[config.mk]
export PLATFORM = sky130hd
export DESIGN_NAME = periodic_timer_bank_top
export DESIGN_NICKNAME = d
export VERILOG_FILES = /design/src/hdl/ptb_pkg.sv /design/src/hdl/periodic_timer_bank_top.sv /design/src/hdl/ptb_ctrl.sv /design/src/hdl/ptb_dp.sv
export SDC_FILE = /design/constraint.sdc
export NUM_CORES = 2
export LEC_CHECK = 0
export ABC_AREA = 1
export BUFFER_PORTS_ARGS = -buffer_cell sky130_fd_sc_hd__buf_4
export CORE_MARGIN = 3
export CORE_UTILIZATION = 57
export CTS_CLUSTER_SIZE = 14
export DETAILED_ROUTE_END_ITERATION = 6
export GPL_ROUTABILITY_DRIVEN = 0
export PLACE_DENSITY = 0.76
export SLEW_MARGIN = 20
export SYNTH_ARGS = -nofsm -noshare
export SYNTH_HDL_FRONTEND = slang
export SYNTH_HIERARCHICAL = 1
export SYNTH_SLANG_ARGS = --single-unit
[constraint.sdc]
create_clock -name clk_i -period 3.7 [get_ports clk_i]
set_input_delay 0.37 -clock clk_i [delete_from_list [all_inputs] [get_ports clk_i]]
set_output_delay 0.37 -clock clk_i [all_outputs]
set_load 0.02 [all_outputs]
[src/hdl/ptb_pkg.sv]
// ----------------------------------------------------------------------------
// ptb_pkg
// Shared types and constants of the periodic timer bank: operation codes,
// field widths and the command bundle from controller to datapath.
// ----------------------------------------------------------------------------
package ptb_pkg;

  localparam int unsigned NumTimersDef = 16;

  localparam int unsigned OpW      = 2;
  localparam int unsigned HandleW  = 4;
  localparam int unsigned TimeoutW = 32;
  localparam int unsigned MaskW    = 16;

  typedef enum logic [OpW-1:0] {
    OP_TICK   = 2'd0,
    OP_CREATE = 2'd1,
    OP_START  = 2'd2,
    OP_STOP   = 2'd3
  } ptb_op_e;

  typedef struct packed {
    logic exec;        // run create, start or stop from the accepted beat
    logic tick_start;  // clear the fired accumulator
    logic tick_zero;   // tick with no created timer
    logic rd_en;       // read one slot for the tick sweep
    logic rd_last;     // this read is the last slot of the sweep
  } dp_cmd_t;

endpackage

[src/hdl/periodic_timer_bank_top.sv]
// ----------------------------------------------------------------------------
// periodic_timer_bank_top
// Bank of periodic timers with create, start, stop and tick commands; a
// tick reports the expired timers as a bit mask.
//
//   channel   | handshake                | payload
//   ----------+--------------------------+-------------------------------------
//   command   | start_i, busy_o          | op_i, handle_i, timeout_i, start_now_i
//   result    | done_o (one-cycle pulse) | ok_o, handle_out_o, fired_mask_o
//
// for create, start and stop the result shows in the next cycle and busy_o
// stays low, so the next beat can follow at once. a tick reads one slot of
// the count and period memories per cycle: busy_o is high for the sweep and
// the result shows in the first cycle after it.
// reset clears the running flags and the created count; count and period
// entries are written by create before they are read.
// the receiver cannot stall: every result is a single-cycle done_o beat.
// ----------------------------------------------------------------------------
module periodic_timer_bank_top #(
  parameter int unsigned NUM_TIMERS = ptb_pkg::NumTimersDef
) (
  input  logic                           clk_i,
  input  logic                           rst_ni,
  input  logic                           start_i,
  output logic                           busy_o,
  input  logic [ptb_pkg::OpW-1:0]        op_i,
  input  logic [ptb_pkg::HandleW-1:0]    handle_i,
  input  logic [ptb_pkg::TimeoutW-1:0]   timeout_i,
  input  logic                           start_now_i,
  output logic                           done_o,
  output logic                           ok_o,
  output logic [ptb_pkg::HandleW-1:0]    handle_out_o,
  output logic [ptb_pkg::MaskW-1:0]      fired_mask_o
);
  import ptb_pkg::*;

  localparam int unsigned IW = (NUM_TIMERS > 1) ? $clog2(NUM_TIMERS) : 1;
  localparam int unsigned CW = $clog2(NUM_TIMERS + 1);

  ptb_op_e       op;
  dp_cmd_t       cmd;
  logic [IW-1:0] rd_addr;
  logic [CW-1:0] created;

  assign op = ptb_op_e'(op_i);

  ptb_ctrl #(
    .NUM_TIMERS (NUM_TIMERS),
    .IW         (IW),
    .CW         (CW)
  ) u_ctrl (
    .clk_i     (clk_i),
    .rst_ni    (rst_ni),
    .start_i   (start_i),
    .op_i      (op),
    .created_i (created),
    .busy_o    (busy_o),
    .cmd_o     (cmd),
    .rd_addr_o (rd_addr)
  );

  ptb_dp #(
    .NUM_TIMERS (NUM_TIMERS),
    .IW         (IW),
    .CW         (CW)
  ) u_dp (
    .clk_i        (clk_i),
    .rst_ni       (rst_ni),
    .cmd_i        (cmd),
    .rd_addr_i    (rd_addr),
    .op_i         (op),
    .handle_i     (handle_i),
    .timeout_i    (timeout_i),
    .start_now_i  (start_now_i),
    .created_o    (created),
    .done_o       (done_o),
    .ok_o         (ok_o),
    .handle_out_o (handle_out_o),
    .fired_mask_o (fired_mask_o)
  );

endmodule

[src/hdl/ptb_ctrl.sv]
// ----------------------------------------------------------------------------
// ptb_ctrl
// Controller of the periodic timer bank: accepts beats, walks the slot index
// over all created timers for a tick and issues commands to the datapath.
// ----------------------------------------------------------------------------
module ptb_ctrl #(
  parameter int unsigned NUM_TIMERS = ptb_pkg::NumTimersDef,
  parameter int unsigned IW         = (NUM_TIMERS > 1) ? $clog2(NUM_TIMERS) : 1,
  parameter int unsigned CW         = $clog2(NUM_TIMERS + 1)
) (
  input  logic              clk_i,
  input  logic              rst_ni,
  input  logic              start_i,
  input  ptb_pkg::ptb_op_e  op_i,
  input  logic [CW-1:0]     created_i,
  output logic              busy_o,
  output ptb_pkg::dp_cmd_t  cmd_o,
  output logic [IW-1:0]     rd_addr_o
);
  import ptb_pkg::*;

  typedef enum logic [1:0] {
    ST_IDLE,
    ST_SWEEP,
    ST_WAIT
  } state_e;

  state_e        state_q, state_d;
  logic [IW-1:0] idx_q, idx_d;
  logic          accept;
  logic          idx_last;

  assign accept   = start_i && (state_q == ST_IDLE);
  assign idx_last = ((32'(idx_q) + 32'd1) == 32'(created_i));
  assign busy_o   = (state_q != ST_IDLE);

  always_comb begin
    state_d   = state_q;
    idx_d     = idx_q;
    cmd_o     = '0;
    rd_addr_o = idx_q;
    case (state_q)
      ST_IDLE: begin
        rd_addr_o = '0;
        if (accept) begin
          if (op_i == OP_TICK) begin
            if (created_i == '0) begin
              cmd_o.tick_zero = 1'b1;
            end else begin
              cmd_o.tick_start = 1'b1;
              cmd_o.rd_en      = 1'b1;
              cmd_o.rd_last    = (created_i == CW'(1));
              idx_d            = IW'(1);
              state_d          = (created_i == CW'(1)) ? ST_WAIT : ST_SWEEP;
            end
          end else begin
            cmd_o.exec = 1'b1;
          end
        end
      end
      ST_SWEEP: begin
        cmd_o.rd_en   = 1'b1;
        cmd_o.rd_last = idx_last;
        idx_d         = idx_q + IW'(1);
        if (idx_last) begin
          state_d = ST_WAIT;
        end
      end
      ST_WAIT: begin
        state_d = ST_IDLE;
      end
      default: begin
        state_d = ST_IDLE;
      end
    endcase
  end

  always_ff @(posedge clk_i or negedge rst_ni) begin
    if (!rst_ni) begin
      state_q <= ST_IDLE;
      idx_q   <= '0;
    end else begin
      state_q <= state_d;
      idx_q   <= idx_d;
    end
  end

endmodule

[src/hdl/ptb_dp.sv]
// ----------------------------------------------------------------------------
// ptb_dp
// Datapath of the periodic timer bank: count and period memories, running
// flags, slot allocation, the one-slot-per-cycle tick pipeline and the
// result registers.
// ----------------------------------------------------------------------------
module ptb_dp #(
  parameter int unsigned NUM_TIMERS = ptb_pkg::NumTimersDef,
  parameter int unsigned IW         = (NUM_TIMERS > 1) ? $clog2(NUM_TIMERS) : 1,
  parameter int unsigned CW         = $clog2(NUM_TIMERS + 1)
) (
  input  logic                           clk_i,
  input  logic                           rst_ni,
  input  ptb_pkg::dp_cmd_t               cmd_i,
  input  logic [IW-1:0]                  rd_addr_i,
  input  ptb_pkg::ptb_op_e               op_i,
  input  logic [ptb_pkg::HandleW-1:0]    handle_i,
  input  logic [ptb_pkg::TimeoutW-1:0]   timeout_i,
  input  logic                           start_now_i,
  output logic [CW-1:0]                  created_o,
  output logic                           done_o,
  output logic                           ok_o,
  output logic [ptb_pkg::HandleW-1:0]    handle_out_o,
  output logic [ptb_pkg::MaskW-1:0]      fired_mask_o
);
  import ptb_pkg::*;

  logic [TimeoutW-1:0] cnt_mem [NUM_TIMERS];
  logic [TimeoutW-1:0] per_mem [NUM_TIMERS];

  logic [NUM_TIMERS-1:0] running_q, running_d;
  logic [CW-1:0]         created_q, created_d;

  logic [TimeoutW-1:0] cnt_rd_q, per_rd_q;
  logic                rd_vld_q, rd_last_q;
  logic [IW-1:0]       rd_idx_q;

  logic [MaskW-1:0]    acc_q, acc_d;
  logic                done_q, done_d;
  logic                ok_q, ok_d;
  logic [HandleW-1:0]  hout_q, hout_d;
  logic [MaskW-1:0]    mask_q, mask_d;

  logic                cnt_we, per_we;
  logic [IW-1:0]       cnt_waddr;
  logic [TimeoutW-1:0] cnt_wdata;

  logic                have_slot, handle_ok;
  logic [IW-1:0]       new_slot, hslot;
  logic [TimeoutW-1:0] cnt_inc;
  logic                fire;
  logic [MaskW-1:0]    fire_bit;

  assign have_slot = (32'(created_q) < NUM_TIMERS);
  assign handle_ok = (32'(handle_i) < 32'(created_q));
  assign new_slot  = IW'(created_q);
  assign hslot     = IW'(handle_i);
  assign cnt_inc   = cnt_rd_q + TimeoutW'(1);
  assign fire      = (cnt_inc >= per_rd_q);
  assign fire_bit  = MaskW'(1) << rd_idx_q;

  always_comb begin
    running_d = running_q;
    created_d = created_q;
    acc_d     = acc_q;
    done_d    = 1'b0;
    ok_d      = ok_q;
    hout_d    = hout_q;
    mask_d    = mask_q;
    cnt_we    = 1'b0;
    per_we    = 1'b0;
    cnt_waddr = rd_idx_q;
    cnt_wdata = '0;

    if (cmd_i.exec) begin
      done_d = 1'b1;
      mask_d = '0;
      hout_d = '0;
      ok_d   = 1'b0;
      case (op_i)
        OP_CREATE: begin
          if (have_slot) begin
            cnt_we              = 1'b1;
            per_we              = 1'b1;
            cnt_waddr           = new_slot;
            running_d[new_slot] = start_now_i;
            created_d           = created_q + CW'(1);
            ok_d                = 1'b1;
            hout_d              = HandleW'(created_q);
          end
        end
        OP_START: begin
          if (handle_ok) begin
            cnt_we           = 1'b1;
            cnt_waddr        = hslot;
            running_d[hslot] = 1'b1;
            ok_d             = 1'b1;
          end
        end
        OP_STOP: begin
          if (handle_ok) begin
            running_d[hslot] = 1'b0;
            ok_d             = 1'b1;
          end
        end
        default: begin
          ok_d = 1'b0;
        end
      endcase
    end

    if (cmd_i.tick_zero) begin
      done_d = 1'b1;
      ok_d   = 1'b1;
      hout_d = '0;
      mask_d = '0;
    end

    if (cmd_i.tick_start) begin
      acc_d = '0;
    end

    if (rd_vld_q) begin
      if (running_q[rd_idx_q]) begin
        cnt_we    = 1'b1;
        cnt_waddr = rd_idx_q;
        cnt_wdata = fire ? '0 : cnt_inc;
        if (fire) begin
          acc_d = acc_q | fire_bit;
        end
      end
      if (rd_last_q) begin
        done_d = 1'b1;
        ok_d   = 1'b1;
        hout_d = '0;
        mask_d = acc_d;
      end
    end
  end

  // count and period memories
  always_ff @(posedge clk_i) begin
    if (cnt_we) begin
      cnt_mem[cnt_waddr] <= cnt_wdata;
    end
    if (per_we) begin
      per_mem[new_slot] <= timeout_i;
    end
    if (cmd_i.rd_en) begin
      cnt_rd_q <= cnt_mem[rd_addr_i];
      per_rd_q <= per_mem[rd_addr_i];
      rd_idx_q <= rd_addr_i;
    end
  end

  always_ff @(posedge clk_i or negedge rst_ni) begin
    if (!rst_ni) begin
      running_q <= '0;
      created_q <= '0;
      rd_vld_q  <= 1'b0;
      rd_last_q <= 1'b0;
      done_q    <= 1'b0;
    end else begin
      running_q <= running_d;
      created_q <= created_d;
      rd_vld_q  <= cmd_i.rd_en;
      rd_last_q <= cmd_i.rd_en && cmd_i.rd_last;
      done_q    <= done_d;
    end
  end

  always_ff @(posedge clk_i) begin
    acc_q  <= acc_d;
    ok_q   <= ok_d;
    hout_q <= hout_d;
    mask_q <= mask_d;
  end

  assign created_o    = created_q;
  assign done_o       = done_q;
  assign ok_o         = ok_q;
  assign handle_out_o = hout_q;
  assign fired_mask_o = mask_q;

endmodule
==> results.py <==
metrics = {
    "status": {
        "status": "finished, violations left",
        "violations": "setup timing",
    },
    "sta": {
        "rsz0062_at_grt": "true",
        "slew_violations": 0,
        "hold_violations": 0,
        "fin_crit_sh_pct": 101,
        "setup_violations": 54,
        "period_needed_ns": 3.75,
        "max_slew_margin_pct": 30.0,
        "max_freq_ghz": 0.267,
        "tightest_slew_ns": 1.05,
        "fin_ws_ns": -0.0464,
        "finalClockSkew_ns": 0.0406,
    },
    "setup_path": {
        "path_buf_inv": 10,
        "crit_chain": "buf_6 > inv_1 > nor3_4 > buf_4 > inv_1 > nor2_1 > buf_4 > nand3_1 > xor2_1 > inv_1 > ha_4 > nand3_2 > buf_4 > buf_4 > nor3_4 > nand4_1 > nand3_4 > buf_4 > buf_4 > nor2_4 > and2_2",
        "crit_family": "simple AND/OR/NAND/NOR gates",
        "cpPeakStageDelay_ns": 0.37,
        "endpoint_kind": "flip-flop",
        "critPathKind": "reg2reg",
        "worst_ep_arrival_time_ns": 4.15,
        "reg2reg_from": "u_dp/cnt_rd_q[0]",
        "cp-startpoint": "u_dp/cnt_rd_q[0]",
        "critPathMostFrequentCell": "buf_4",
        "cp_max_fo": 8,
        "required_ns": 4.10,
        "setup.worst_path.start_class": "flip-flop",
        "slowest_stage": "edfxtp_1",
    },
    "cells_and_area": {
        "register_area_sq_mm": 0.0343,
        "multiInputGateArea_sq_mm": 0.0126,
        "drive_gt1_share_pct": 15.0,
        "fillers": 5703,
        "final_nets": 4084,
        "area_growth_syn_to_layout_pct": 16.6,
        "final_util_pct": 67.5,
    },
    "global_route": {
        "antenna_found_initial": 3,
        "grt_pass1_vias": 30274,
        "grt_max_degree": 166,
        "groute.usage.overall_pct": 26.3,
        "grt_overflow_total": 0,
        "grt_pass1_wl_mm": 179,
    },
    "clock_tree": {
        "root_buffer": "clkbuf_16",
        "clk_latency_ns": 0.69,
        "clockBufferDepth": 3,
        "cts_tree": "done",
        "htreeDepth": 3,
        "clkTransAtPathRegs_ns": 0.06,
        "clock_sinks": 1159,
        "cts_made_buffers": 111,
    },
    "logic_synthesis": {
        "synth_mux_area_share_pct": 5.26,
        "synth_top_family_by_area": "compound AO/OA/AOI/OAI gates",
        "yosysSeqAreaShare_pct": 70.4,
        "syn_area_sq_mm": 0.0487,
        "yosys-top-cells-count": "1,092 x edfxtp_1, 410 x inv_1, 363 x o21ai_0",
        "yosysMostFrequentCell": "edfxtp_1",
        "synth_cell_types": 48,
        "synth_xor_area_share_pct": 0.504,
        "synth_compound_area_share_pct": 11.4,
        "synthSimpleGateAreaFrac_pct": 6.19,
        "async_reset_ff_share_pct": 2.59,
        "syn_nets": 3843,
        "synth_edf_count": 1092,
        "synth_warnings": 6,
        "synthAdderAreaFrac_pct": 1.16,
        "synthTopCellsByArea": "edfxtp_1 67%, mux2i_1 5.3%, o211ai_1 4.0%",
        "syn_area_per_cell_sq_um": 13.0,
        "synth_largest_area_cell": "edfxtp_1",
        "post-synth-top-area-fraction_pct": 67.4,
        "ys_seq_elements": 1159,
        "synth_ff_type": "edfxtp_1",
        "syn_inst": 3756,
    },
    "placed_design": {
        "pre_cts_ws_ns": -0.543,
        "numPortBuffers": 64,
        "place_hpwl_mm": 66.1,
    },
    "floorplan": {
        "die_h_um": 298,
        "die_w_um": 298,
        "num_rows": 106,
        "io_pins": 65,
        "initial_core_util_pct": 57.9,
        "fp.coreArea_sq_mm": 0.0841,
        "die_area_sq_mm": 0.0889,
    },
    "power": {
        "seqPwrFrac_pct": 36.5,
        "p_comb_share_pct": 40.8,
        "p_sw_mw": 18.9,
        "p_leak_nw": 20.9,
        "vdd_drop_max_uv": 1100,
        "clkPwrFrac_pct": 22.7,
        "swShare_pct": 37.9,
        "power_density_mw_per_mm2": 877,
        "internal-power_mw": 30.9,
    },
    "route": {
        "drc_errors": 0,
        "vias_per_cell": 6.02,
        "wl_mm": 120,
        "routed-via-count": 31447,
        "dr.pass1.iters": 6,
        "ant_nets": 0,
        "detail_route.wl_per_cell_um": 23.0,
        "drt_iter0_markers": 3885,
    },
    "job": {
        "maxCapViolations": 0,
    },
    "worst_hold_path": {
        "hold_path.class": "in2async",
    },
}
[stage by stage]
stage	setup TNS [ns]	power, mW	instances	hold slack [ns]	area [sq um]
after global placement	-42.52	36.5	4959	0.333	52100
after detailed placement	-55.47	37.0	4959	0.329	52100
final	-0.844	49.8	5227	0.164	56800
after floorplan	-0.274	30.2	3756	0.0744	48700
after global routing	-100.90	52.2	5226	0.198	56800
after CTS	-0.0111	48.6	5200	0.144	56200
[cell type report]
type | instances | share of cell area (%)
Multi-Input combinational cell | 1966 | 22.2
Clock buffer | 136 | 5.06
Sequential cell | 1159 | 60.4
Timing Repair Buffer | 331 | 5.56
Inverter | 428 | 2.86
Antenna cell | 1 | 0.00441
Tap cell | 1134 | 2.50
Clock inverter | 72 | 1.42
[registers in the layout, summed over array words and instances (netlist names), named ones only]
| register | count |
|---|---|
| u_ctrl/idx_q | 4 |
| u_ctrl/state_q | 2 |
| u_dp/acc_q | 16 |
| u_dp/cnt_mem | 512 |
| u_dp/cnt_rd_q | 32 |
| u_dp/created_o | 5 |
| u_dp/done_o | 1 |
| u_dp/fired_mask_o | 16 |
| u_dp/handle_out_o | 4 |
| u_dp/ok_o | 1 |
| u_dp/per_mem | 512 |
| u_dp/per_rd_q | 32 |
| u_dp/rd_idx_q | 4 |
| u_dp/rd_last_q | 1 |
| u_dp/rd_vld_q | 1 |
[logic make-up (layout without fill, tap and decap cells)]
| family | count (synthesis) | count (layout) |
|---|---|---|
| flops | 1159 | 1159 |
| other cells | 0 | 1 |
| compound gates | 963 | 963 |
| buf+inv | 634 | 967 |
| xor+xnor | 28 | 28 |
| fa+ha+maj | 45 | 45 |
| mux | 256 | 256 |
| simple gates | 671 | 674 |
[per-layer routing]
| layer | vias up | GRT usage (%) | share of wire, % |
|---|---|---|---|
| li1 | 14176 | - | - |
| met1 | 15515 | 37.1 | 40 |
| met2 | 1535 | 42.4 | 48 |
| met3 | 215 | 3.83 | 9.2 |
| met4 | 6 | 8.98 | 2.8 |
| met5 | - | 0 | 0.034 |
[timing repair]
action,4_1_cts,5_1_grt
endpoints found under the hold margin,542,0
buffers inserted,0,14
cloned,0,12
pin swaps,0,14
hold buffers,33,0
setup endpoints to repair,336,544
resized for setup,22,92
[power groups by stage]
stage / Sequential [mW] / Combinational (mW) / Clock [mW]
after floorplan: 18.4 / 11.8 / 0
after global placement: 18.4 / 18.1 / 0
after detailed placement: 18.4 / 18.6 / 0
after CTS: 18.2 / 19.1 / 11.4
after global routing: 18.3 / 21.9 / 12.0
final: 18.2 / 20.3 / 11.3
[worst register-to-register path, delay by kind of cell, from the launching register on]
| family | cells | cell delay, ns |
|---|---|---|
| simple gates | 9 | 1.40 |
| buf+inv | 10 | 1.21 |
| flops | 1 | 0.37 |
| fa+ha+maj | 1 | 0.29 |
| xor+xnor | 1 | 0.22 |
[final timing paths]
path                                         endpoint  slack, ns  cells after the start
worst max-delay path              u_dp/cnt_mem[6][27]      -0.05                     21
worst min-delay path                        async pin       0.16                      2
worst max register to register    u_dp/cnt_mem[6][27]      -0.05                     21
worst min register to register  u_dp/fired_mask_o[11]       0.46                      2
max in group asynchronous                   async pin       3.24                      2
min in group clk_i                  u_ctrl/state_q[1]       0.20                      6
[cell usage in the layout (no fill, tap or decap), types with 20 or more instances in the layout]
master,count
edfxtp_1,1092
inv_1,406
o21ai_0,362
nand2_1,319
a21oi_1,292
o211ai_1,259
mux2i_1,256
buf_4,243
clkbuf_16,112
nand3_1,103
nor2_1,87
nor2_4,43
buf_12,43
ha_1,40
dfxtp_1,37
dlygate4sd3_1,33
clkinv_1,32
dfrtp_1,30
clkbuf_1,25
nor3_1,20
Power figures use the tool's default switching activity.
